`src/design/address_range_symbol_lookup_macros.svh`:
```
// Assertion macros for the address range symbol lookup block.
// Depends on nothing; the including module supplies clk and arst_n.
`ifndef ADDRESS_RANGE_SYMBOL_LOOKUP_MACROS_SVH
`define ADDRESS_RANGE_SYMBOL_LOOKUP_MACROS_SVH

`ifndef NO_ASSERTIONS
`define ARSL_ASSERT_IMPL(name, ante, cons, msg) \
	name: assert property (@(posedge clk) disable iff (!arst_n) (ante) |-> (cons)) \
		else $error(msg);
`define ARSL_ASSERT_NEXT(name, ante, cons, msg) \
	name: assert property (@(posedge clk) disable iff (!arst_n) (ante) |=> (cons)) \
		else $error(msg);
`else
`define ARSL_ASSERT_IMPL(name, ante, cons, msg)
`define ARSL_ASSERT_NEXT(name, ante, cons, msg)
`endif

`endif

```
`src/design/arsl_pkg.sv`:
```
// Shared types and constants of the address range symbol lookup block.
// Depends on nothing.
`default_nettype none
package arsl_pkg;

	localparam int TABLE_DEPTH_DEF = 256;
	localparam int HANDLE_BITS_DEF = 16;
	localparam int ADDR_W = 64;
	localparam int LEN_W = 32;
	localparam int HND_W = 16;
	localparam int FUNC_W = 2;
	localparam int STATUS_W = 3;
	localparam logic [LEN_W-1:0] WINDOW_RESET = 32'h0000_1000;

	typedef enum logic [FUNC_W-1:0] {
		FN_RESOLVE = 2'd0,
		FN_INSERT  = 2'd1,
		FN_REMOVE  = 2'd2
	} func_t;

	typedef enum logic [STATUS_W-1:0] {
		ST_EXACT    = 3'd0,
		ST_OFFSET   = 3'd1,
		ST_MISS     = 3'd2,
		ST_INSERTED = 3'd3,
		ST_REPLACED = 3'd4,
		ST_REMOVED  = 3'd5,
		ST_ABSENT   = 3'd6,
		ST_FULL     = 3'd7
	} status_t;

	typedef enum logic [2:0] {
		S_IDLE,
		S_SRCH_RD,
		S_SRCH_CMP,
		S_FIND_CMP,
		S_EXEC,
		S_MOVE_RD,
		S_MOVE_WR,
		S_DONE
	} state_t;

	typedef struct packed {
		logic             le;
		logic             eq;
		logic             hit;
		logic [LEN_W-1:0] delta;
	} cmp_res_t;

endpackage
`default_nettype wire

```
`src/design/arsl_cmp.sv`:
```
// Shared compare unit: order test, exact match, distance and range check.
// Depends on arsl_pkg.
`default_nettype none
module arsl_cmp import arsl_pkg::*; (
	input  wire logic [ADDR_W-1:0] key,
	input  wire logic [ADDR_W-1:0] start,
	input  wire logic [LEN_W-1:0]  length,
	input  wire logic [LEN_W-1:0]  window,
	output cmp_res_t               res
);

	logic [ADDR_W-1:0] delta;
	logic              high_zero;
	logic [LEN_W-1:0]  limit;

	always_comb begin
		delta     = key - start;
		high_zero = (delta[ADDR_W-1:LEN_W] == '0);
		limit     = (length != '0) ? length : window;
		res.le    = (start <= key);
		res.eq    = (start == key);
		res.hit   = res.eq || (high_zero && (delta[LEN_W-1:0] < limit));
		res.delta = delta[LEN_W-1:0];
	end

endmodule
`default_nettype wire

```
`config.mk`:
```
export PLATFORM = sky130hd
export DESIGN_NAME = arsl_cmp
export DESIGN_NICKNAME = d
export VERILOG_FILES = /design/src/design/address_range_symbol_lookup_macros.svh /design/src/design/arsl_pkg.sv /design/src/design/arsl_cmp.sv
export SDC_FILE = /design/constraint.sdc
export NUM_CORES = 1
export LEC_CHECK = 0
export ABC_AREA = 1
export ABC_CLOCK_PERIOD_IN_PS = 4000
export BUFFER_PORTS_ARGS = -buffer_cell sky130_fd_sc_hd__buf_2
export CAP_MARGIN = 20
export CORE_ASPECT_RATIO = 1.4
export CORE_UTILIZATION = 50
export DETAILED_ROUTE_END_ITERATION = 10
export PLACE_DENSITY_LB_ADDON = 0.12
export SKIP_LAST_GASP = 1
export SLEW_MARGIN = 30
export SYNTH_ARGS = -nofsm -noshare
export SYNTH_HDL_FRONTEND = slang
export SYNTH_SLANG_ARGS = --single-unit
export TNS_END_PERCENT = 100
```
`constraint.sdc`:
```
create_clock -name vclk -period 4
set_input_delay 0.8 -clock vclk [all_inputs]
set_output_delay 0.8 -clock vclk [all_outputs]
set_load 0.01 [all_outputs]
```
==> out/summary.md, run 1 <==
The largest net degree at the start of global routing was 21; the chip width was 104 microns. The wire-length estimate of the detail-placed layout is 27,900 microns. The average instance in the mapped netlist occupies 4.75 sq um. After the last repair the worst path ends at a top-level output.

The initial standard-cell utilization of the core was 0.510; the count of input and output buffers was 227. At the placement stage, the worst setup path has a slack of -0.723 ns. For this run, the number of Yosys warnings is 0. Global routing finished with a remaining overflow of 213. The netlist uses 32 different library cells. Post-synth net total: 1,831.

The overall track demand over capacity in global routing came out at 0.869. The overall die height is 145 microns. The stage where the flow stopped was global routing (5_1_grt).

Once global-route timing repair stopped, the endpoint with the least setup slack was res[32]. The tool reported: "[ERROR GRT-0232] Routing congestion too high. Check the congestion heatmap in the GUI". For the weighted congestion reported at the end of routability-driven placement, the log shows 1.01. For the area of the mapped netlist, the log shows 7330 sq um. The fraction of the yosys area taken by sequential cells was 0. The floorplan has 52 rows. The flow did not finish.

Boundary pin count: 227. Counting every instance in the synthesized netlist gives 1,543.
## metal layers
metal	GRT usage	overflow
met3	0.750	7
met5	0.449	0
met1	0.830	1
met2	1.02	126
met4	0.931	79
## metrics by stage
step	hold WS [ns]	area, sq um	instances
global placement	2.01	10800	2194
floorplan	1.77	7610	1543
detailed placement	2.03	10800	2194
CTS	2.02	11200	2209
## timing repair
action | CTS
resized for setup | 66
setup buffers | 15
hold buffers | 0
pin swaps | 37
setup endpoints to repair | 1
hold endpoints to repair | 0
cloned | 0
## Yosys cell counts
library cell  count  share of area
nor4_1            1        0.00085
and2_1            2         0.0017
nand2_2          15          0.013
o21ai_0          13         0.0089
nor3_1           15          0.010
o221a_2           1         0.0015
a21oi_1          88          0.060
nor2_1          126          0.065
nand3_1          59          0.040
nand3_2           3         0.0041
inv_2             3         0.0015
nand2_1         635           0.33
nor3b_1           1         0.0010
nor2_4            1         0.0015
a211oi_1          3         0.0031
fa_1              1         0.0027
clkinv_1          1        0.00051
xor2_1           31          0.037
o21a_1            1         0.0010
nor4b_1           1         0.0012
nor3_4            1         0.0022
inv_1           386           0.20
nor3_2            6         0.0082
ha_1             95           0.16
o21bai_1          5         0.0051
nor2_2           14          0.012
xnor2_1           1         0.0012
clkbuf_1          3         0.0015
nand4_1          18          0.015
a21boi_0          1         0.0010
nand3b_1          8         0.0082
mux2i_1           4         0.0055
## kinds of logic after synthesis
family | Yosys count | synth area share
AND/OR/NAND/NOR | 906 | 0.509
XOR/XNOR | 32 | 0.0382
AO/OA/AOI/OAI | 112 | 0.0807
multiplexers | 4 | 0.00546
adder cells (fa/ha/maj) | 96 | 0.165
buffers and inverters | 393 | 0.201
==> run 2: changes to the inputs <==
--- a/config.mk
+++ b/config.mk
@@ -6,13 +6,12 @@
 export NUM_CORES = 1
 export LEC_CHECK = 0
 export ABC_AREA = 1
-export ABC_CLOCK_PERIOD_IN_PS = 4000
+export ABC_CLOCK_PERIOD_IN_PS = 5200
 export BUFFER_PORTS_ARGS = -buffer_cell sky130_fd_sc_hd__buf_2
 export CAP_MARGIN = 20
-export CORE_ASPECT_RATIO = 1.4
-export CORE_UTILIZATION = 50
+export CORE_UTILIZATION = 40
 export DETAILED_ROUTE_END_ITERATION = 10
-export PLACE_DENSITY_LB_ADDON = 0.12
+export PLACE_DENSITY_LB_ADDON = 0.15
 export SKIP_LAST_GASP = 1
 export SLEW_MARGIN = 30
 export SYNTH_ARGS = -nofsm -noshare
==> constraint.sdc (replaced) <==
create_clock -name vclk -period 5.2
set_input_delay 1.04 -clock vclk [all_inputs]
set_output_delay 1.04 -clock vclk [all_outputs]
set_load 0.01 [all_outputs]
==> run 2 against run 1 <==
Against the previous run:
- the flow now finishes, with violations (negative setup slack)
- synthesized cell count did not move
- synthesized area did not move
==> out/summary.md, run 2 <==
The overall die height was 137 microns (-5.4%). The final-report max-slew violation count is 0, and the fmax is 189 MHz. The commonest non-fill, non-tap cell in the layout was nand2_1. Row count: 49 (-5.8%). Dividing total power by cell area gives a power density of 125 nW/um^2. The count of endpoints failing hold in the final timing report came out at 0. The worst setup path is launched from an input port.

The initial standard-cell utilization of the core is 0.408 (-0.102), and the total instance count after detailed placement is 2,105 (-4.1%). The iteration-0 DRC count of the detailed router came out at 468. The part of the total power dissipated in sequential elements came out at 0. The worst-margin pin slew was 0.568 ns; the yosys synthesis warning count was 0 (unchanged). The floorplan step defined a die boundary enclosing 18,900 sq um.

The post-layout worst setup margin was -0.0934 ns. The logs give 4.25 ns for the arrival time reported for the critical path endpoint and 0.0770 mV for the highest ir drop seen on vdd. The finished layout holds 2,119 standard cells, fillers aside. By area the synthesized netlist is led by nand2_1, inv_1, ha_1. Sorting the synthesized cells by how often they occur yields nand2_1, inv_1, nor2_1. Internal power: 553 uW.

The post-synthesis share of cell area spent on and, or, nand and nor gates is 0.509 (unchanged), and the total number of sequential cells is 0. Post-synth net total: 1,831 (unchanged). In the routed layout, each cell is associated on average with a via count of 4.64. The logs give 6 for the first-pass iteration count of the detailed router and 0.619 for the worst slew slack as a fraction of its limit. The library cells used most frequently in the layout, excluding fill and tap cells, are nand2_1, inv_1, buf_2, buf_4, nor2_1. 0 antenna diodes ended up in the layout. The share of cell area taken by muxes after synthesis works out to 0.00546 (unchanged).

The final reports fail on negative setup slack. Summing all multi-input logic gate instances after layout gives 6460 sq um. In the final design database the tool counted 2,180 nets.

The core region is 18,000 sq um. Fraction of final layout cells with drive strength greater than 1: 0.259. By startpoint and endpoint, the worst setup path is classified as in2out.

Entering global routing, the biggest net connects 29 pins. The post-route clock period utilization works out to 1.02. The tools report the minimum setup slack after placement as -0.253 ns (+0.470 ns).

The count of nets left with antenna violations once routing finished came out at 0. The detail-routed net length per standard cell was 13.1 microns. The largest total area in the synthesized netlist belongs to nand2_1.

For the count of hold buffers inserted by post-cts repair, the log shows 0 (unchanged). The post-synthesis xor/xnor area fraction came out at 0.0382 (unchanged). The overall track demand over capacity in global routing came out at 0.283.

Area of the mapped netlist: 7330 sq um (unchanged). The number of distinct library cells after synthesis came out at 32 (unchanged). The total negative slack for setup checks was -0.0934 ns.

The worst setup path is captured at an output port. The smallest clock period supported by the final layout is computed as 5.29 ns. The share of the synthesized area in compound gates (AO/OA/AOI/OAI) is 0.0807 (unchanged), and the top cell type's share of synthesized area is 0.325 (unchanged).

The number of global-route vias before repair was 8,854; the chip width was 137 microns (+32%). For the initial antenna violation count, the log shows 0. The total power came out at 1290 uW. The main combinational cell family by area after synthesis is simple AND/OR/NAND/NOR gates. Summed over all cells, the static leakage comes to 0.00664 uW.

The run finished, with violations left. The logs give 0 sq um for the storage element area and 0.982 (-2.4%) for the weighted congestion reported at the end of routability-driven placement. The net switching share of the total power works out to 0.571. The logs give 1,964 for the number of inserted filler cells in the final layout and 1,543 (unchanged) for the synthesized netlist cell count. The worst-path maximum fanout works out to 4. After detailed routing, the total wire length is 27,700 microns. The first global-routing pass estimated 41,600 microns of wire. The number of endpoints failing setup at the final stage was 1; the fraction of the yosys area taken by sequential cells was 0 (unchanged). The total half-perimeter wirelength after legalization and detailed placement came out at 24,600 microns (-12%).

The final core utilization is 0.572. The clock buffer count was 0; the clock share of power was 0. For the combinational share of power, the log shows 1.000. The path class of the lowest-slack min-delay path was in2out. STA puts the critical path data required time at 4.16 ns. Area added between synthesis and finish: 40.3%. For this block, the via count after detailed routing is 9,827. The tool flagged a number of max-cap violations equal to 0. The average cell area after synthesis is 4.75 sq um (unchanged).

The net load switching power is 736 uW. In the post-synthesis netlist, the cell with the most instances is nand2_1. The boundary pin count is 227 (unchanged), and the adder-cell area share of the yosys netlist is 0.165 (unchanged). The count of input and output buffers was 227 (unchanged). Global routing finished with a remaining overflow of 0. For this run, design rule violations remaining after detail routing come to 0. Setup repair after global routing could not meet its margin everywhere.
## run 2: cell counts after synthesis
Identical to the previous run, type by type.
## run 2: critical path, cell delays in order
cell and delay, ns:
buf_2 0.10, inv_1 0.08, ha_4 0.21, buf_4 0.14, nand2_2 0.12, inv_1 0.08
a21oi_1 0.26, nand2_4 0.09, nand2_2 0.07, nand2_2 0.05, nand2_2 0.07, nand2_4 0.07
xor2_4 0.17, ha_1 0.28, nand4_1 0.15, buf_4 0.18, nor3_2 0.23, nor4b_2 0.29
buf_4 0.17, nand2_1 0.09, nand3_1 0.12, nand2_1 0.06, buf_2 0.13
## run 2: logic make-up after synthesis
kind of cell,count (synthesis)
AND/OR/NAND/NOR,906
multiplexers,4
XOR/XNOR,32
adder cells (fa/ha/maj),96
buffers and inverters,393
AO/OA/AOI/OAI,112
## run 2: area by class of cell
class | count | area share
Timing Repair Buffer | 350 | 0.202
Multi-Input combinational cell | 1150 | 0.628
Tap cell | 229 | 0.0279
Inverter | 390 | 0.142
## run 2: worst paths after layout
path	from	to	slack (ns)	cells after the start
worst max-delay path	start[7]	res[32]	-0.09	23
worst min-delay path	key[63]	res[34]	2.53	5
## run 2: through the flow
| step | hold WS (ns) | area (sq um) |
|---|---|---|
| after floorplan | 2.26 | 7330 |
| after global placement | 2.52 | 9570 |
| after detailed placement | 2.53 | 9570 |
| after CTS | 2.53 | 9830 |
| after global routing | 2.56 | 10300 |
| final | 2.53 | 10300 |
## run 2: layer usage
metal / vias up / share of wire / track usage
met5: - / 0 / 0
met4: 0 / 0.027 / 0.0830
met3: 34 / 0.037 / 0.00368
met2: 254 / 0.50 / 0.542
met1: 4224 / 0.44 / 0.342
li1: 5315 / - / -
## run 2: repair_timing
action | 4_1_cts | 5_1_grt
pin swaps | 5 | 29
gates resized for setup | 44 | 70
buffers inserted | 3 | 11
setup endpoints to repair | 1 | 1
cloned | 0 | 0
## run 2: power by group through the flow
| stage | combinational [uW] | clock, uW | sequential (uW) |
|---|---|---|---|
| final | 1290 | 0 | 0 |
| after global routing | 1430 | 0 | 0 |
| after CTS | 1210 | 0 | 0 |
| after detailed placement | 1170 | 0 | 0 |
| after global placement | 1150 | 0 | 0 |
| after floorplan | 678 | 0 | 0 |
Power figures use the tool's default switching activity.
